**src/rtl/atdq_pkg.sv**
```systemverilog
`timescale 1ns / 1ps
// ----------------------------------------------------------------------------
// atdq_pkg
// Shared constants and types of the addressed task dispatch queue.
// ----------------------------------------------------------------------------
package atdq_pkg;

   localparam int QUEUE_DEPTH = 16;
   localparam int TASK_BITS   = 16;
   localparam int PROMPT_BITS = 32;
   localparam int NODE_BITS   = 11;
   localparam int MSG_BITS    = 12;
   localparam int ACTION_BITS = 3;
   localparam int QCOUNT_BITS = 5;

   localparam int PTR_BITS   = (QUEUE_DEPTH > 1) ? $clog2(QUEUE_DEPTH) : 1;
   localparam int COUNT_BITS = $clog2(QUEUE_DEPTH + 1);
   localparam int ENTRY_BITS = TASK_BITS + PROMPT_BITS;

   localparam logic [NODE_BITS-1:0] NODE_ID_RESET = NODE_BITS'(1);
   localparam logic [NODE_BITS-1:0] BROADCAST_ID  = '0;

   localparam logic [MSG_BITS-1:0] MSG_EMERGENCY = 12'h001;
   localparam logic [MSG_BITS-1:0] MSG_STOP      = 12'h010;
   localparam logic [MSG_BITS-1:0] MSG_REPLACE   = 12'h020;
   localparam logic [MSG_BITS-1:0] MSG_NEW       = 12'h100;

   typedef enum logic [ACTION_BITS-1:0] {
      ACT_IGNORED   = 3'd0,
      ACT_STARTED   = 3'd1,
      ACT_QUEUED    = 3'd2,
      ACT_STOPPED   = 3'd3,
      ACT_REPLACED  = 3'd4,
      ACT_EMERGENCY = 3'd5,
      ACT_COMPLETED = 3'd6,
      ACT_DROPPED   = 3'd7
   } action_type;

   typedef enum logic [1:0] {
      S_IDLE = 2'b01,
      S_EXEC = 2'b10
   } state_type;

endpackage

```
**src/rtl/atdq_ram.sv**
```systemverilog
`timescale 1ns / 1ps
// ----------------------------------------------------------------------------
// atdq_ram
// Generic single-write, single-read RAM with a registered read port.
// ----------------------------------------------------------------------------
module atdq_ram #(
   parameter int WIDTH = 8,
   parameter int DEPTH = 16
) (
   input  logic                                        clock,
   input  logic                                        wr_en,
   input  logic [((DEPTH > 1) ? $clog2(DEPTH) : 1)-1:0] wr_addr,
   input  logic [WIDTH-1:0]                            wr_data,
   input  logic                                        rd_en,
   input  logic [((DEPTH > 1) ? $clog2(DEPTH) : 1)-1:0] rd_addr,
   output logic [WIDTH-1:0]                            rd_data
);

   logic [WIDTH-1:0] mem [DEPTH];
   logic [WIDTH-1:0] rd_data_ff;

   always_ff @(posedge clock) begin
      if (wr_en) begin
         mem[wr_addr] <= wr_data;
      end
      if (rd_en) begin
         rd_data_ff <= mem[rd_addr];
      end
   end

   assign rd_data = rd_data_ff;

endmodule

```
**src/rtl/addressed_task_dispatch_queue_core.sv**
```systemverilog
`timescale 1ns / 1ps
// ----------------------------------------------------------------------------
// addressed_task_dispatch_queue_core
// Node-addressed task dispatcher with a FIFO of waiting tasks held in RAM.
// ----------------------------------------------------------------------------
// An accepted request is handled as follows: in the accept cycle the head of the
// waiting-task RAM is read, and in the following cycle the frame is decoded,
// the running task is updated, the RAM is written when a task is queued, and
// the single response is loaded into the output register. The next request
// can be taken in the cycle right after the decode cycle whenever the
// response register is empty or being transferred; no new request is taken
// while one is in flight. The node ID register (reset 1) is written
// through the csr channel, which is always ready; a write is expected only
// while no request is in flight. Queue entries need no clearing after reset.
// ----------------------------------------------------------------------------
module addressed_task_dispatch_queue_core (
   input  logic                                   clock,
   input  logic                                   reset,

   input  logic                                   req_valid,
   output logic                                   req_stall,
   input  logic                                   req_func,
   input  logic [atdq_pkg::NODE_BITS-1:0]         req_dest_id,
   input  logic [atdq_pkg::MSG_BITS-1:0]          req_msg_type,
   input  logic [atdq_pkg::TASK_BITS-1:0]         req_task_id,
   input  logic [atdq_pkg::PROMPT_BITS-1:0]       req_prompt_ref,

   output logic                                   rsp_valid,
   input  logic                                   rsp_stall,
   output logic [atdq_pkg::ACTION_BITS-1:0]       rsp_action,
   output logic                                   rsp_busy_res,
   output logic [atdq_pkg::TASK_BITS-1:0]         rsp_current_task,
   output logic [atdq_pkg::PROMPT_BITS-1:0]       rsp_current_prompt,
   output logic [atdq_pkg::QCOUNT_BITS-1:0]       rsp_queue_count,

   input  logic                                   csr_valid,
   output logic                                   csr_ready,
   input  logic [atdq_pkg::NODE_BITS-1:0]         csr_data
);

   localparam int PB = atdq_pkg::PTR_BITS;
   localparam int CB = atdq_pkg::COUNT_BITS;
   localparam int TB = atdq_pkg::TASK_BITS;
   localparam int RB = atdq_pkg::PROMPT_BITS;

   atdq_pkg::state_type state_ff, state_in;

   logic [atdq_pkg::NODE_BITS-1:0] node_id_ff;

   // Registered request.
   logic                           func_ff;
   logic [atdq_pkg::NODE_BITS-1:0] target_ff;
   logic [atdq_pkg::MSG_BITS-1:0]  msg_ff;
   logic [TB-1:0]                  task_ff;
   logic [RB-1:0]                  prompt_ff;

   // Dispatcher state.
   logic          working_ff, working_in;
   logic [TB-1:0] active_task_ff, active_task_in;
   logic [RB-1:0] active_prompt_ff, active_prompt_in;
   logic [PB-1:0] rd_ptr_ff, rd_ptr_in;
   logic [PB-1:0] wr_ptr_ff, wr_ptr_in;
   logic [CB-1:0] count_ff, count_in;

   // Response register.
   logic                             rsp_valid_ff;
   atdq_pkg::action_type             action_ff, action_in;

   logic                             req_accept;
   logic                             ram_wr_en;
   logic [atdq_pkg::ENTRY_BITS-1:0]  ram_rd_data;
   logic [TB-1:0]                    head_task;
   logic [RB-1:0]                    head_prompt;
   logic [63:0]                      count_wide;

   function automatic logic [PB-1:0] next_slot(input logic [PB-1:0] p);
      logic [PB-1:0] result;
      if (p == PB'(atdq_pkg::QUEUE_DEPTH - 1)) begin
         result = '0;
      end else begin
         result = p + PB'(1);
      end
      return result;
   endfunction

   // A response register that is empty at accept time stays empty through
   // the decode cycle, since only that cycle loads it.
   assign req_stall  = (state_ff != atdq_pkg::S_IDLE) || (rsp_valid_ff && rsp_stall);
   assign req_accept = req_valid && !req_stall;
   assign csr_ready  = 1'b1;

   assign head_task   = ram_rd_data[atdq_pkg::ENTRY_BITS-1 -: TB];
   assign head_prompt = ram_rd_data[RB-1:0];

   atdq_ram #(
      .WIDTH (atdq_pkg::ENTRY_BITS),
      .DEPTH (atdq_pkg::QUEUE_DEPTH)
   ) u_queue_ram (
      .clock   (clock),
      .wr_en   (ram_wr_en),
      .wr_addr (wr_ptr_ff),
      .wr_data ({task_ff, prompt_ff}),
      .rd_en   (req_accept),
      .rd_addr (rd_ptr_ff),
      .rd_data (ram_rd_data)
   );

   always_comb begin
      logic addressed;
      logic own;
      logic advance;
      addressed        = (target_ff == node_id_ff) || (target_ff == atdq_pkg::BROADCAST_ID);
      own              = (target_ff == node_id_ff);
      advance          = 1'b0;
      state_in         = state_ff;
      working_in       = working_ff;
      active_task_in   = active_task_ff;
      active_prompt_in = active_prompt_ff;
      rd_ptr_in        = rd_ptr_ff;
      wr_ptr_in        = wr_ptr_ff;
      count_in         = count_ff;
      action_in        = action_ff;
      ram_wr_en        = 1'b0;

      case (state_ff)
         atdq_pkg::S_IDLE: begin
            if (req_accept) begin
               state_in = atdq_pkg::S_EXEC;
            end
         end
         atdq_pkg::S_EXEC: begin
            state_in  = atdq_pkg::S_IDLE;
            action_in = atdq_pkg::ACT_IGNORED;
            if (func_ff) begin
               if (working_ff) begin
                  advance   = 1'b1;
                  action_in = atdq_pkg::ACT_COMPLETED;
               end
            end else if (addressed) begin
               case (msg_ff)
                  atdq_pkg::MSG_EMERGENCY: begin
                     working_in       = 1'b0;
                     active_task_in   = '0;
                     active_prompt_in = '0;
                     rd_ptr_in        = '0;
                     wr_ptr_in        = '0;
                     count_in         = '0;
                     action_in        = atdq_pkg::ACT_EMERGENCY;
                  end
                  atdq_pkg::MSG_NEW: begin
                     if (!working_ff) begin
                        working_in       = 1'b1;
                        active_task_in   = task_ff;
                        active_prompt_in = prompt_ff;
                        action_in        = atdq_pkg::ACT_STARTED;
                     end else if (count_ff < CB'(atdq_pkg::QUEUE_DEPTH)) begin
                        ram_wr_en = 1'b1;
                        wr_ptr_in = next_slot(wr_ptr_ff);
                        count_in  = count_ff + CB'(1);
                        action_in = atdq_pkg::ACT_QUEUED;
                     end else begin
                        action_in = atdq_pkg::ACT_DROPPED;
                     end
                  end
                  atdq_pkg::MSG_STOP: begin
                     if (own && working_ff && (task_ff == active_task_ff)) begin
                        advance   = 1'b1;
                        action_in = atdq_pkg::ACT_STOPPED;
                     end
                  end
                  atdq_pkg::MSG_REPLACE: begin
                     if (own && working_ff) begin
                        active_prompt_in = prompt_ff;
                        action_in        = atdq_pkg::ACT_REPLACED;
                     end
                  end
                  default: begin
                     action_in = atdq_pkg::ACT_IGNORED;
                  end
               endcase
            end

            // Ending a task pulls the queue head, which the RAM read at accept.
            if (advance) begin
               if (count_ff != '0) begin
                  working_in       = 1'b1;
                  active_task_in   = head_task;
                  active_prompt_in = head_prompt;
                  rd_ptr_in        = next_slot(rd_ptr_ff);
                  count_in         = count_ff - CB'(1);
               end else begin
                  working_in       = 1'b0;
                  active_task_in   = '0;
                  active_prompt_in = '0;
               end
            end
         end
         default: begin
            state_in = atdq_pkg::S_IDLE;
         end
      endcase
   end

   always_ff @(posedge clock) begin
      if (reset) begin
         state_ff         <= atdq_pkg::S_IDLE;
         node_id_ff       <= atdq_pkg::NODE_ID_RESET;
         working_ff       <= 1'b0;
         active_task_ff   <= '0;
         active_prompt_ff <= '0;
         rd_ptr_ff        <= '0;
         wr_ptr_ff        <= '0;
         count_ff         <= '0;
         rsp_valid_ff     <= 1'b0;
         action_ff        <= atdq_pkg::ACT_IGNORED;
      end else begin
         state_ff         <= state_in;
         working_ff       <= working_in;
         active_task_ff   <= active_task_in;
         active_prompt_ff <= active_prompt_in;
         rd_ptr_ff        <= rd_ptr_in;
         wr_ptr_ff        <= wr_ptr_in;
         count_ff         <= count_in;
         action_ff        <= action_in;
         if (csr_valid && csr_ready) begin
            node_id_ff <= csr_data;
         end
         if (state_ff == atdq_pkg::S_EXEC) begin
            rsp_valid_ff <= 1'b1;
         end else if (!rsp_stall) begin
            rsp_valid_ff <= 1'b0;
         end
      end
   end

   always_ff @(posedge clock) begin
      if (req_accept) begin
         func_ff   <= req_func;
         target_ff <= req_dest_id;
         msg_ff    <= req_msg_type;
         task_ff   <= req_task_id;
         prompt_ff <= req_prompt_ref;
      end
   end

   assign count_wide = 64'(count_ff);

   assign rsp_valid          = rsp_valid_ff;
   assign rsp_action         = action_ff;
   assign rsp_busy_res       = working_ff;
   assign rsp_current_task   = active_task_ff;
   assign rsp_current_prompt = active_prompt_ff;
   assign rsp_queue_count    = count_wide[atdq_pkg::QCOUNT_BITS-1:0];

endmodule
```
**config.mk**
```make
export PLATFORM = sky130hd
export DESIGN_NAME = addressed_task_dispatch_queue_core
export DESIGN_NICKNAME = d
export VERILOG_FILES = /design/src/rtl/atdq_pkg.sv /design/src/rtl/atdq_ram.sv /design/src/rtl/addressed_task_dispatch_queue_core.sv
export SDC_FILE = /design/constraint.sdc
export NUM_CORES = 1
export LEC_CHECK = 0
export ABC_AREA = 1
export BUFFER_PORTS_ARGS = -buffer_cell sky130_fd_sc_hd__buf_4
export CAP_MARGIN = 20
export CORE_MARGIN = 2
export CORE_UTILIZATION = 29
export CTS_CLUSTER_DIAMETER = 100
export DETAILED_ROUTE_END_ITERATION = 8
export PLACE_DENSITY = 0.5
export SETUP_SLACK_MARGIN = 0.02
export SLEW_MARGIN = 20
export SYNTH_ARGS = -nofsm -noshare
export SYNTH_HDL_FRONTEND = slang
export SYNTH_SLANG_ARGS = --single-unit
export TNS_END_PERCENT = 100
```
**constraint.sdc**
```tcl
create_clock -name clock -period 3.6 [get_ports clock]
set_input_delay 0.72 -clock clock [delete_from_list [all_inputs] [get_ports clock]]
set_output_delay 0.72 -clock clock [all_outputs]
set_load 0.05 [all_outputs]
```
==> results of run 1 <==
==> area by class of cell <==
type,count,area (sq um)
repair buffers,231,2222
inverters,110,430.4
well taps,1755,2196
clock buffers,140,2914
multi-input cells,1643,8972
fillers,12660,85670
clock inverters,56,633.1
flip-flops and latches,967,28260
==> metrics by stage <==
stage                     setup slack, ns  TNS (ns)
after floorplan                   -0.4333   -347.08
final                              0.5077         0
after CTS                          0.4510         0
after global placement             0.4550         0
after detailed placement           0.4782         0
after global routing               0.1345         0
==> kinds of logic (layout without fill, tap and decap cells) <==
group           after synthesis  after routing  share of synthesized area (%)
compound gates              512            512                          8.887
xor+xnor                     10             10                         0.2289
fa+ha+maj                     7              7                         0.2289
buf+inv                     289            537                          3.054
flops                       967            967                          73.82
mux                         135            135                          3.531
other cells                   1              1                       0.009800
simple gates                978            978                          10.24
==> registers in the layout (all words and copies together) (netlist names), 5 cells and up <==
name and flops:
msg_ff 12, node_id_ff 11, prompt_ff 32, rsp_current_prompt 32, rsp_current_task 16, rsp_queue_count 5, target_ff 11, task_ff 16
u_queue_ram.mem 768, u_queue_ram.rd_data 48
==> cell usage in the layout, fill, tap and decap left out, types with 3 or more instances in the layout <==
| cell | netlist | final |
|---|---|---|
| a21oi_1 | 25 | 25 |
| a31oi_1 | 3 | 3 |
| buf_12 | 0 | 39 |
| buf_4 | 3 | 192 |
| bufinv_16 | 0 | 14 |
| clkbuf_1 | 127 | 24 |
| clkbuf_16 | 0 | 109 |
| clkbuf_8 | 0 | 7 |
| clkinv_1 | 2 | 18 |
| clkinv_2 | 0 | 16 |
| clkinvlp_4 | 0 | 4 |
| dfxtp_1 | 79 | 75 |
| dfxtp_4 | 0 | 4 |
| edfxtp_1 | 888 | 888 |
| ha_1 | 7 | 7 |
| inv_1 | 103 | 100 |
| inv_2 | 4 | 7 |
| mux2i_1 | 135 | 135 |
| nand2_1 | 355 | 354 |
| nand3_1 | 107 | 107 |
| nor2_1 | 485 | 469 |
| nor2_4 | 2 | 18 |
| nor3_1 | 14 | 14 |
| o211ai_1 | 50 | 50 |
| o21ai_0 | 229 | 229 |
| o21ai_1 | 10 | 10 |
| o221ai_1 | 135 | 135 |
| o22ai_1 | 10 | 10 |
| o32ai_1 | 48 | 48 |
| xnor2_1 | 3 | 3 |
| xor2_1 | 7 | 7 |
==> worst max-delay path by stage <==
| stage | from | endpoint | cells after the start |
|---|---|---|---|
| floorplan | target_ff[5]$_DFFE_PP_ | u_queue_ram.mem[0][0]$_DFFE_PP_ | 13 |
| global placement | target_ff[9]$_DFFE_PP_ | u_queue_ram.mem[1][3]$_DFFE_PP_ | 14 |
| detailed placement | target_ff[8]$_DFFE_PP_ | u_queue_ram.mem[1][6]$_DFFE_PP_ | 14 |
| CTS | target_ff[8]$_DFFE_PP_ | u_queue_ram.mem[1][27]$_DFFE_PP_ | 14 |
| global route | target_ff[8]$_DFFE_PP_ | u_queue_ram.mem[7][25]$_DFFE_PP_ | 14 |
| finish | target_ff[8]$_DFFE_PP_ | u_queue_ram.mem[1][11]$_DFFE_PP_ | 14 |
==> synth_stat cells (4+ instances only) <==
| cell type | instances |
|---|---|
| mux2i_1 | 135 |
| a21oi_1 | 25 |
| nand2_1 | 355 |
| nor3_1 | 14 |
| o21ai_0 | 229 |
| o22ai_1 | 10 |
| o32ai_1 | 48 |
| inv_1 | 103 |
| nand3_1 | 107 |
| dfxtp_1 | 79 |
| nor2_1 | 485 |
| o211ai_1 | 50 |
| buf_1 | 8 |
| o21ai_1 | 10 |
| edfxtp_1 | 888 |
| buf_2 | 38 |
| xor2_1 | 7 |
| clkbuf_1 | 127 |
| ha_1 | 7 |
| o221ai_1 | 135 |
| inv_2 | 4 |
==> power breakdown <==
group          switching [W]  leakage, nW  internal (W)
registers           0.000169         8.68        0.0124
clock network        0.00446         1.73       0.00666
logic               0.000258         4.88      0.000139
total                0.00489         15.3        0.0192
==> worst max-delay path, stage by stage, from the launching register on <==
cell and delay (ns):
edfxtp_1 0.41, inv_1 0.08, nand2_1 0.05, nand2_1 0.06, nand2_1 0.05, nor2_1 0.17, nand3_1 0.14, nand2_1 0.12
nand2_1 0.12, inv_1 0.11, nand3_1 0.11, nor2_1 0.35, nand2_1 0.35, nor2_4 0.22, buf_4 0.37
==> metal layers <==
metal	global-route usage (%)	wire, um	part of all wire (%)
met5	0	0	0
met3	2.317	4870	4.8
met4	3.925	2357	2.3
met2	23.62	47110	46
met1	21.20	48010	47
==> flow_summary.toml, run 1 <==
[worst_setup_path]
rr_worst_depth = 14
required_ns = 3.93
r2r_end = "u_queue_ram.mem[1][11]$_DFFE_PP_"
end_kind = "register"
cp_max_fo = 20
worstSetupPathType = "register to register"
crit_arrival_ns = 3.42
r2r-start = "target_ff[8]$_DFFE_PP_"
r2r_slack_ns = 0.51
start_kind = "register"

[cells_and_area]
final_nets = 3153
utilization_pct = 34.75
postLayoutCellArea_sq_um = 45630
syn_to_final_growth_pct = 19.25
drive_gt1_share_pct = 13.66
num_antenna_cells = 0
instances_no_fill = 4902

[run_status]
outcome = "finished clean"

[floorplan]
dieArea_sq_um = 134900
dieWidth_um = 367.3
core_sq_um = 131300
ios = 148
die_h_um = 367.3
rows = 133
initial_core_util_pct = 29.14

[synth]
synth.distinct_cells = 41
ys_ff_latch = 967
synthArstFlopShare_pct = 0
syn_area_sq_um = 38270
yosysSeqAreaShare_pct = 73.82
avgSynthCellArea_sq_um = 13.20
yosys-top-cells-area = "edfxtp_1, nor2_1, dfxtp_1, mux2i_1, nand2_1"
synth-edff-count = 888
synth_top_area_cell = "edfxtp_1"
synth_top_area_share_pct = 69.69
synth_fp_nets = 2994
synth_ff_type = "edfxtp_1"
syn_inst = 2899
ys_warn_count = 0

[cts]
clock_path_buffers = 3
cts_resized = 0
cts_hold_buf = 0
cts_setup_buffers = 0
cts_tree = "built"
cts_buffers = 105
clock_latency_ns = 0.68
cts.sinks = 967
clk_pin_slew_ns = 0.06
cts_htree_levels = 3
cts_root_buf = "clkbuf_16"

[placement]
gp_congestion = 0.7866
dp_hpwl_um = 58760
port-buffer-count = 146
postPlaceCellArea_sq_um = 42080
dp.cells = 4706

[timing]
skew_ns = 0.02320
finalHoldViolCount = 0
maxSlewViolCount = 0
tightest_slew_ns = 1.063
fin_crit_ns = 3.092
fin_crit_sh_pct = 85.90
fmax_ghz = 0.3234
timing.hold.ws_ns = 0.2157
finalSetupViolations = 0
relSlewSlack_pct = 29.02
rsz0062_at_grt = "no"

[min_path]
min-delay-start = "req_task_id[15]"
hold_path.class = "input pin to register"
hold_path_end = "task_ff[15]$_DFFE_PP_"
hold_depth = 1

[power_and_ir_drop]
powerDensity_nw_per_um2 = 527.8
leakagePower_nw = 15.29
peakVddDrop_uv = 346.4
finalPower_w = 0.02408

[route]
avgViaCountPerCell = 4.781
ant_nets = 0
wirelength_um = 102400
dr.first_iter.drc_count = 1813
num_vias = 23440
route.detailed.drc = 0
firstDrtPassIters = 5
wl_per_cell_um = 20.88

[global_routing]
gr-total-overflow = 0
grt_max_degree = 115
gr-usage-all-layers_pct = 14.90
grt_pass1_vias = 22900
antenna_found_initial = 0
grt_first_pass_wirelength_um = 152900

[run]
maxCapViolCount = 0
No activity file was read; power rests on OpenSTA's default activity.
==> run 2, diff against run 1 <==
--- a/config.mk
+++ b/config.mk
@@ -9,10 +9,10 @@
 export BUFFER_PORTS_ARGS = -buffer_cell sky130_fd_sc_hd__buf_4
 export CAP_MARGIN = 20
 export CORE_MARGIN = 2
-export CORE_UTILIZATION = 29
+export CORE_UTILIZATION = 55
 export CTS_CLUSTER_DIAMETER = 100
 export DETAILED_ROUTE_END_ITERATION = 8
-export PLACE_DENSITY = 0.5
+export PLACE_DENSITY = 0.8
 export SETUP_SLACK_MARGIN = 0.02
 export SLEW_MARGIN = 20
 export SYNTH_ARGS = -nofsm -noshare
==> run 2 against run 1 <==
Compared with the run above: combinational power down 18%; register-to-register slack improved by 0.03 ns; maximum frequency grew 1.0%; total power shrank 4.0%; critical path type unchanged; core utilization is 29 points higher; final area down 3.4%; highest routed layer unchanged; clock-buffer cell count is 23 lower; sequential power about the same; critical path depth down 2.
==> flow_summary.toml, run 2 (synthesis results as in run 1) <==
[run]
maxCapViolCount = 0

[power_and_ir_drop]
powerDensity_nw_per_um2 = 524.6
leakagePower_nw = 15.05
peakVddDrop_uv = 309.2

[worst_setup_path]
path_common_cell = "nand2_1"
critPathSlowestCell = "nor2_4"
required_ns = 3.95
critPathBufInv = 2
crit_arrival_ns = 3.41
crit_chain = "xnor2_1, nand2_1, nor2_1, nand3_1, nand2_1, nand2_1, inv_1, nand3_1, nor2_1, nand2_1, nor2_4, buf_12"
end_kind = "register"
cp_max_fo = 18
cpLargestDelayFamily = "simple AND/OR/NAND/NOR gates"
max_stage_delay_ns = 0.42
start_kind = "register"
worstSetupPathType = "register to register"

[cts]
cts_tree = "built"
cts_root_buf = "clkbuf_16"
clock_latency_ns = 0.66
clock_path_buffers = 3
cts.sinks = 967
clk_pin_slew_ns = 0.06
cts_resized = 0
cts_hold_buf = 0
cts_setup_buffers = 0
cts_htree_levels = 3
cts_buffers = 94

[cells_and_area]
final_common_cell = "edfxtp_1"
final_cell_mix = "edfxtp_1, nor2_1, nand2_1"
instances_no_fill = 4042
drive_gt1_share_pct = 13.15
final_nets = 3125
syn_to_final_growth_pct = 15.19
n_fill_cell = 4627
largest_register_ffs = 768
num_antenna_cells = 0
top_register = "u_queue_ram.mem"

[placement]
port-buffer-count = 146
dp_hpwl_um = 51720
dp.cells = 3865
gp_congestion = 0.8585

[global_routing]
gr-total-overflow = 0
grt.met2_usage_pct = 43.99
antenna_found_initial = 0
grt.met1_usage_pct = 36.05
grt_pass1_vias = 24950
grt_first_pass_wirelength_um = 146600
gr-usage-all-layers_pct = 27.12
globalRouteMet3Util_pct = 4.490
grt-busiest-layer = "met2"
grt_max_degree = 165

[floorplan]
dieArea_sq_um = 71700
core_sq_um = 68710
dieWidth_um = 267.8
ios = 148
rows = 96
die_h_um = 267.8
initial_core_util_pct = 55.69

[route]
wirelength_um = 97600
dr.first_iter.drc_count = 3140
wl_per_cell_um = 24.15
num_vias = 25130
route.detailed.drc = 0
ant_nets = 0
avgViaCountPerCell = 6.216
firstDrtPassIters = 6

[timing]
fmax_ghz = 0.3266
finalHoldViolCount = 0
finalSetupTns_ns = 0
skew_ns = 0.02210
fin_crit_ns = 3.062
maxSlewViolCount = 0
relSlewSlack_pct = 38.91
finalSetupViolations = 0
tightest_slew_ns = 0.9163
fin_crit_sh_pct = 85.05
rsz0062_at_grt = "no"

[run_status]
outcome = "finished clean"

[min_path]
hold_path.class = "input pin to register"
run 2: cell count changes in the layout (fill, tap and decap cells not counted), sizes merged:
cell / change
bufinv: -2
buf: -17
clkbuf: -23
inv: +2
clkinv: +4
run 2: path summary, 6_finish.rpt:
kind / slack, ns / cells after the start / from / to
hold / removal: 0.23 / 1 / req_prompt_ref[18] / prompt_ff[18]$_DFFE_PP_
hold reg to reg: 0.48 / 2 / node_id_ff[5]$_SDFFE_PP0P_ / node_id_ff[5]$_SDFFE_PP0P_
setup / recovery: 0.54 / 12 / target_ff[6]$_DFFE_PP_ / u_queue_ram.mem[1][5]$_DFFE_PP_
setup reg to reg: 0.54 / 12 / target_ff[6]$_DFFE_PP_ / u_queue_ram.mem[1][5]$_DFFE_PP_
run 2: metrics by stage:
stage          cell area [sq um]  hold WS, ns  utilization [%]  power (W)  worst slack, ns
3_5_place_dp               40870       0.4734            59.48    0.01315           0.6334
6_report                   44080       0.2338            64.16    0.02312           0.5383
2_1_floorplan              38270       0.4410                -    0.01290          -0.4333
5_1_grt                    44080       0.2244            64.16    0.02366           0.3174
3_3_place_gp               40870       0.4597            59.48    0.01313           0.6866
4_1_cts                    44080       0.2083            64.16    0.02318           0.5935
run 2: final cells by class:
type / instances / area [sq um] / area share [%]
sequential: 967 / 28260 / 64.11
multi-input combinational: 1643 / 8970 / 20.35
clock buffer: 117 / 2603 / 5.904
timing repair buffer: 214 / 2044 / 4.638
tap: 931 / 1165 / 2.643
clock inverter: 60 / 610.6 / 1.385
inverter: 110 / 426.7 / 0.9680
run 2: per-layer routing:
layer  routed length, um  vias up
met1               36010    12260
met5                   0        -
met3                9916      297
li1                    -    10920
met2               47550     1652
met4                4118        0
run 2: power by group:
group / internal (W) / total, W / leakage [nW] / switching, W
clock network: 0.00599 / 0.0102 / 1.59 / 0.00422
logic: 0.000122 / 0.000323 / 4.78 / 0.000201
registers: 0.0124 / 0.0126 / 8.68 / 0.000200
==> run 3, diff against run 2 <==
==> constraint.sdc (replaced) <==
create_clock -name clock -period 3.6 [get_ports clock]
set_input_delay 0.18 -clock clock [delete_from_list [all_inputs] [get_ports clock]]
set_output_delay 0.18 -clock clock [all_outputs]
set_load 0.05 [all_outputs]
==> run 3 against run 2 <==
Compared with the run above: combinational power is 24% higher; sequential power hardly changed; final area is 1.8% higher; total power is 0.79% lower; clock-buffer cell count is 12 higher; final cell count is 2.2% higher; maximum frequency is 1.3% lower; hold slack worse by 0.17 ns; core utilization is 1.1 points higher.
==> flow_summary.toml, run 3 (synthesis results as in run 1) <==
[global_routing]
antenna_found_initial = 0
grt_max_degree = 141
grt_first_pass_wirelength_um = 147400
grt_pass1_vias = 25270
gr-usage-all-layers_pct = 27.28
gr-total-overflow = 0

[route]
avgViaCountPerCell = 6.168
wl_per_cell_um = 23.93
num_vias = 25490
ant_nets = 0
wirelength_um = 98890
route.detailed.drc = 0
dr.first_iter.drc_count = 3267
firstDrtPassIters = 6

[cells_and_area]
final_cell_mix = "edfxtp_1, nor2_1, nand2_1"
top_register = "u_queue_ram.mem"
instances_no_fill = 4132
num_antenna_cells = 0
drive_gt1_share_pct = 12.09
final_nets = 3215
syn_to_final_growth_pct = 17.23
largest_register_ffs = 768
final_common_cell = "edfxtp_1"

[timing]
fin_ws_ns = 0.4967
tightest_slew_ns = 0.9908
finalSetupViolations = 0
relSlewSlack_pct = 33.88
finalHoldViolCount = 0
maxSlewViolCount = 0
rsz0062_at_grt = "no"
fin_crit_ns = 3.103
skew_ns = 0.02285
fmax_ghz = 0.3222
fin_crit_sh_pct = 86.20

[placement]
port-buffer-count = 146
gp_congestion = 0.8557
pre_cts_ws_ns = 0.5175
dp_hpwl_um = 51490
dp.cells = 3862

[worst_setup_path]
r2r_slack_ns = 0.50
cp_max_fo = 13
worstSetupPathType = "register to register"
end_kind = "register"
r2r_end = "u_queue_ram.mem[5][8]$_DFFE_PP_"
r2r-start = "target_ff[5]$_DFFE_PP_"
startpoint = "target_ff[5]$_DFFE_PP_"
rr_worst_depth = 14
critPathCapture = "u_queue_ram.mem[5][8]$_DFFE_PP_"
crit_arrival_ns = 3.46
required_ns = 3.96
start_kind = "register"

[min_path]
hold_path.class = "input pin to register"

[power_and_ir_drop]
seqPwrFrac_pct = 54.9
switchingPower_w = 0.004593
comb_power_share_pct = 1.7
sw_frac_of_total_pct = 20.02
leakagePower_nw = 15.34
p_int_w = 0.01835
peakVddDrop_uv = 341.1
powerDensity_nw_per_um2 = 511.4
pwr-share-clk_pct = 43.3

[cts]
clk_pin_slew_ns = 0.06
cts.sinks = 967
cts_htree_levels = 3
clock_path_buffers = 3
cts_tree = "built"
cts_buffers = 94
cts_root_buf = "clkbuf_16"
cts_resized = 0
clock_latency_ns = 0.67

[floorplan]
initial_core_util_pct = 55.69
ios = 148
rows = 96
core_sq_um = 68710
dieArea_sq_um = 71700
die_h_um = 267.8
dieWidth_um = 267.8

[run]
maxCapViolCount = 0

[run_status]
outcome = "finished clean"
-- run 3: cell types whose count changed in the layout (fill, tap and decap cells not counted), moves of 4 or more --
cell           before  now
dlygate4sd3_1       0   93
clkinv_2           25   12
clkbuf_1           10   30
clkbuf_8           10    4
clkinv_8            0    4
-- run 3: worst min path at each step --
stage,slack [ns],endpoint,startpoint,depth (start not counted)
after global placement,0.36,prompt_ff[5]$_DFFE_PP_,req_prompt_ref[5],1
after floorplan,0.28,func_ff$_DFFE_PP_,req_func,0
after detailed placement,0.36,task_ff[2]$_DFFE_PP_,req_task_id[2],1
after CTS,0.04,node_id_ff[4]$_SDFFE_PP0P_,csr_valid,3
final,0.06,node_id_ff[4]$_SDFFE_PP0P_,csr_valid,3
after global routing,0.12,node_id_ff[8]$_SDFFE_PP0P_,csr_valid,3
-- run 3: power by group through the flow --
| stage | combinational (W) | sequential [W] | clock (W) |
|---|---|---|---|
| after floorplan | 0.000148 | 0.0128 | 0 |
| after global placement | 0.000310 | 0.0128 | 0 |
| after detailed placement | 0.000312 | 0.0128 | 0 |
| after CTS | 0.000396 | 0.0126 | 0.0100 |
| after global routing | 0.000430 | 0.0126 | 0.0105 |
| final | 0.000399 | 0.0126 | 0.00994 |
-- run 3: metal layers --
metal	part of all wire (%)	GRT usage [%]	wire [um]
met5	0	0	0
met4	3.5	11.61	3420
met3	9.7	3.794	9629
met2	49	45.41	48810
met1	37	36.33	37030
-- run 3: timing repair --
| item | 4_1_cts | 5_1_grt |
|---|---|---|
| endpoints found under the hold margin | 100 | 0 |
| hold buffers | 93 | 0 |
| buffers inserted | 0 | 0 |
| endpoints found under the setup margin | 0 | 0 |
-- run 3: layout make-up --
type / instances / area, sq um
Sequential cell: 967 / 28260
Clock buffer: 129 / 2545
Tap cell: 931 / 1165
Fill cell: 4579 / 23850
Clock inverter: 48 / 579.3
Multi-Input combinational cell: 1643 / 8970
Inverter: 110 / 426.7
Timing Repair Buffer: 304 / 2915
-- run 3: worst max-delay path, cell delays in order (launching register included) --
cell,delay (ns)
edfxtp_1,0.41
inv_2,0.08
nand2_1,0.05
nand2_1,0.05
nand2_1,0.05
nor2_1,0.18
nand3_1,0.12
nand2_1,0.11
nand2_1,0.10
inv_1,0.11
nand3_1,0.12
nor2_1,0.33
nand2_1,0.34
nor2_4,0.50
buf_12,0.23
-- run 3: metrics by stage --
step                TNS, ns  utilization, %  cell area [sq um]  power, W  hold WS (ns)
finish                    0           65.29              44860   0.02294       0.06281
global route              0           65.29              44860   0.02350        0.1207
CTS                       0           65.29              44860   0.02301       0.03870
detailed placement        0           59.39              40810   0.01314        0.3592
global placement          0           59.39              40810   0.01312        0.3584
floorplan           -332.76               -              38270   0.01290        0.2789
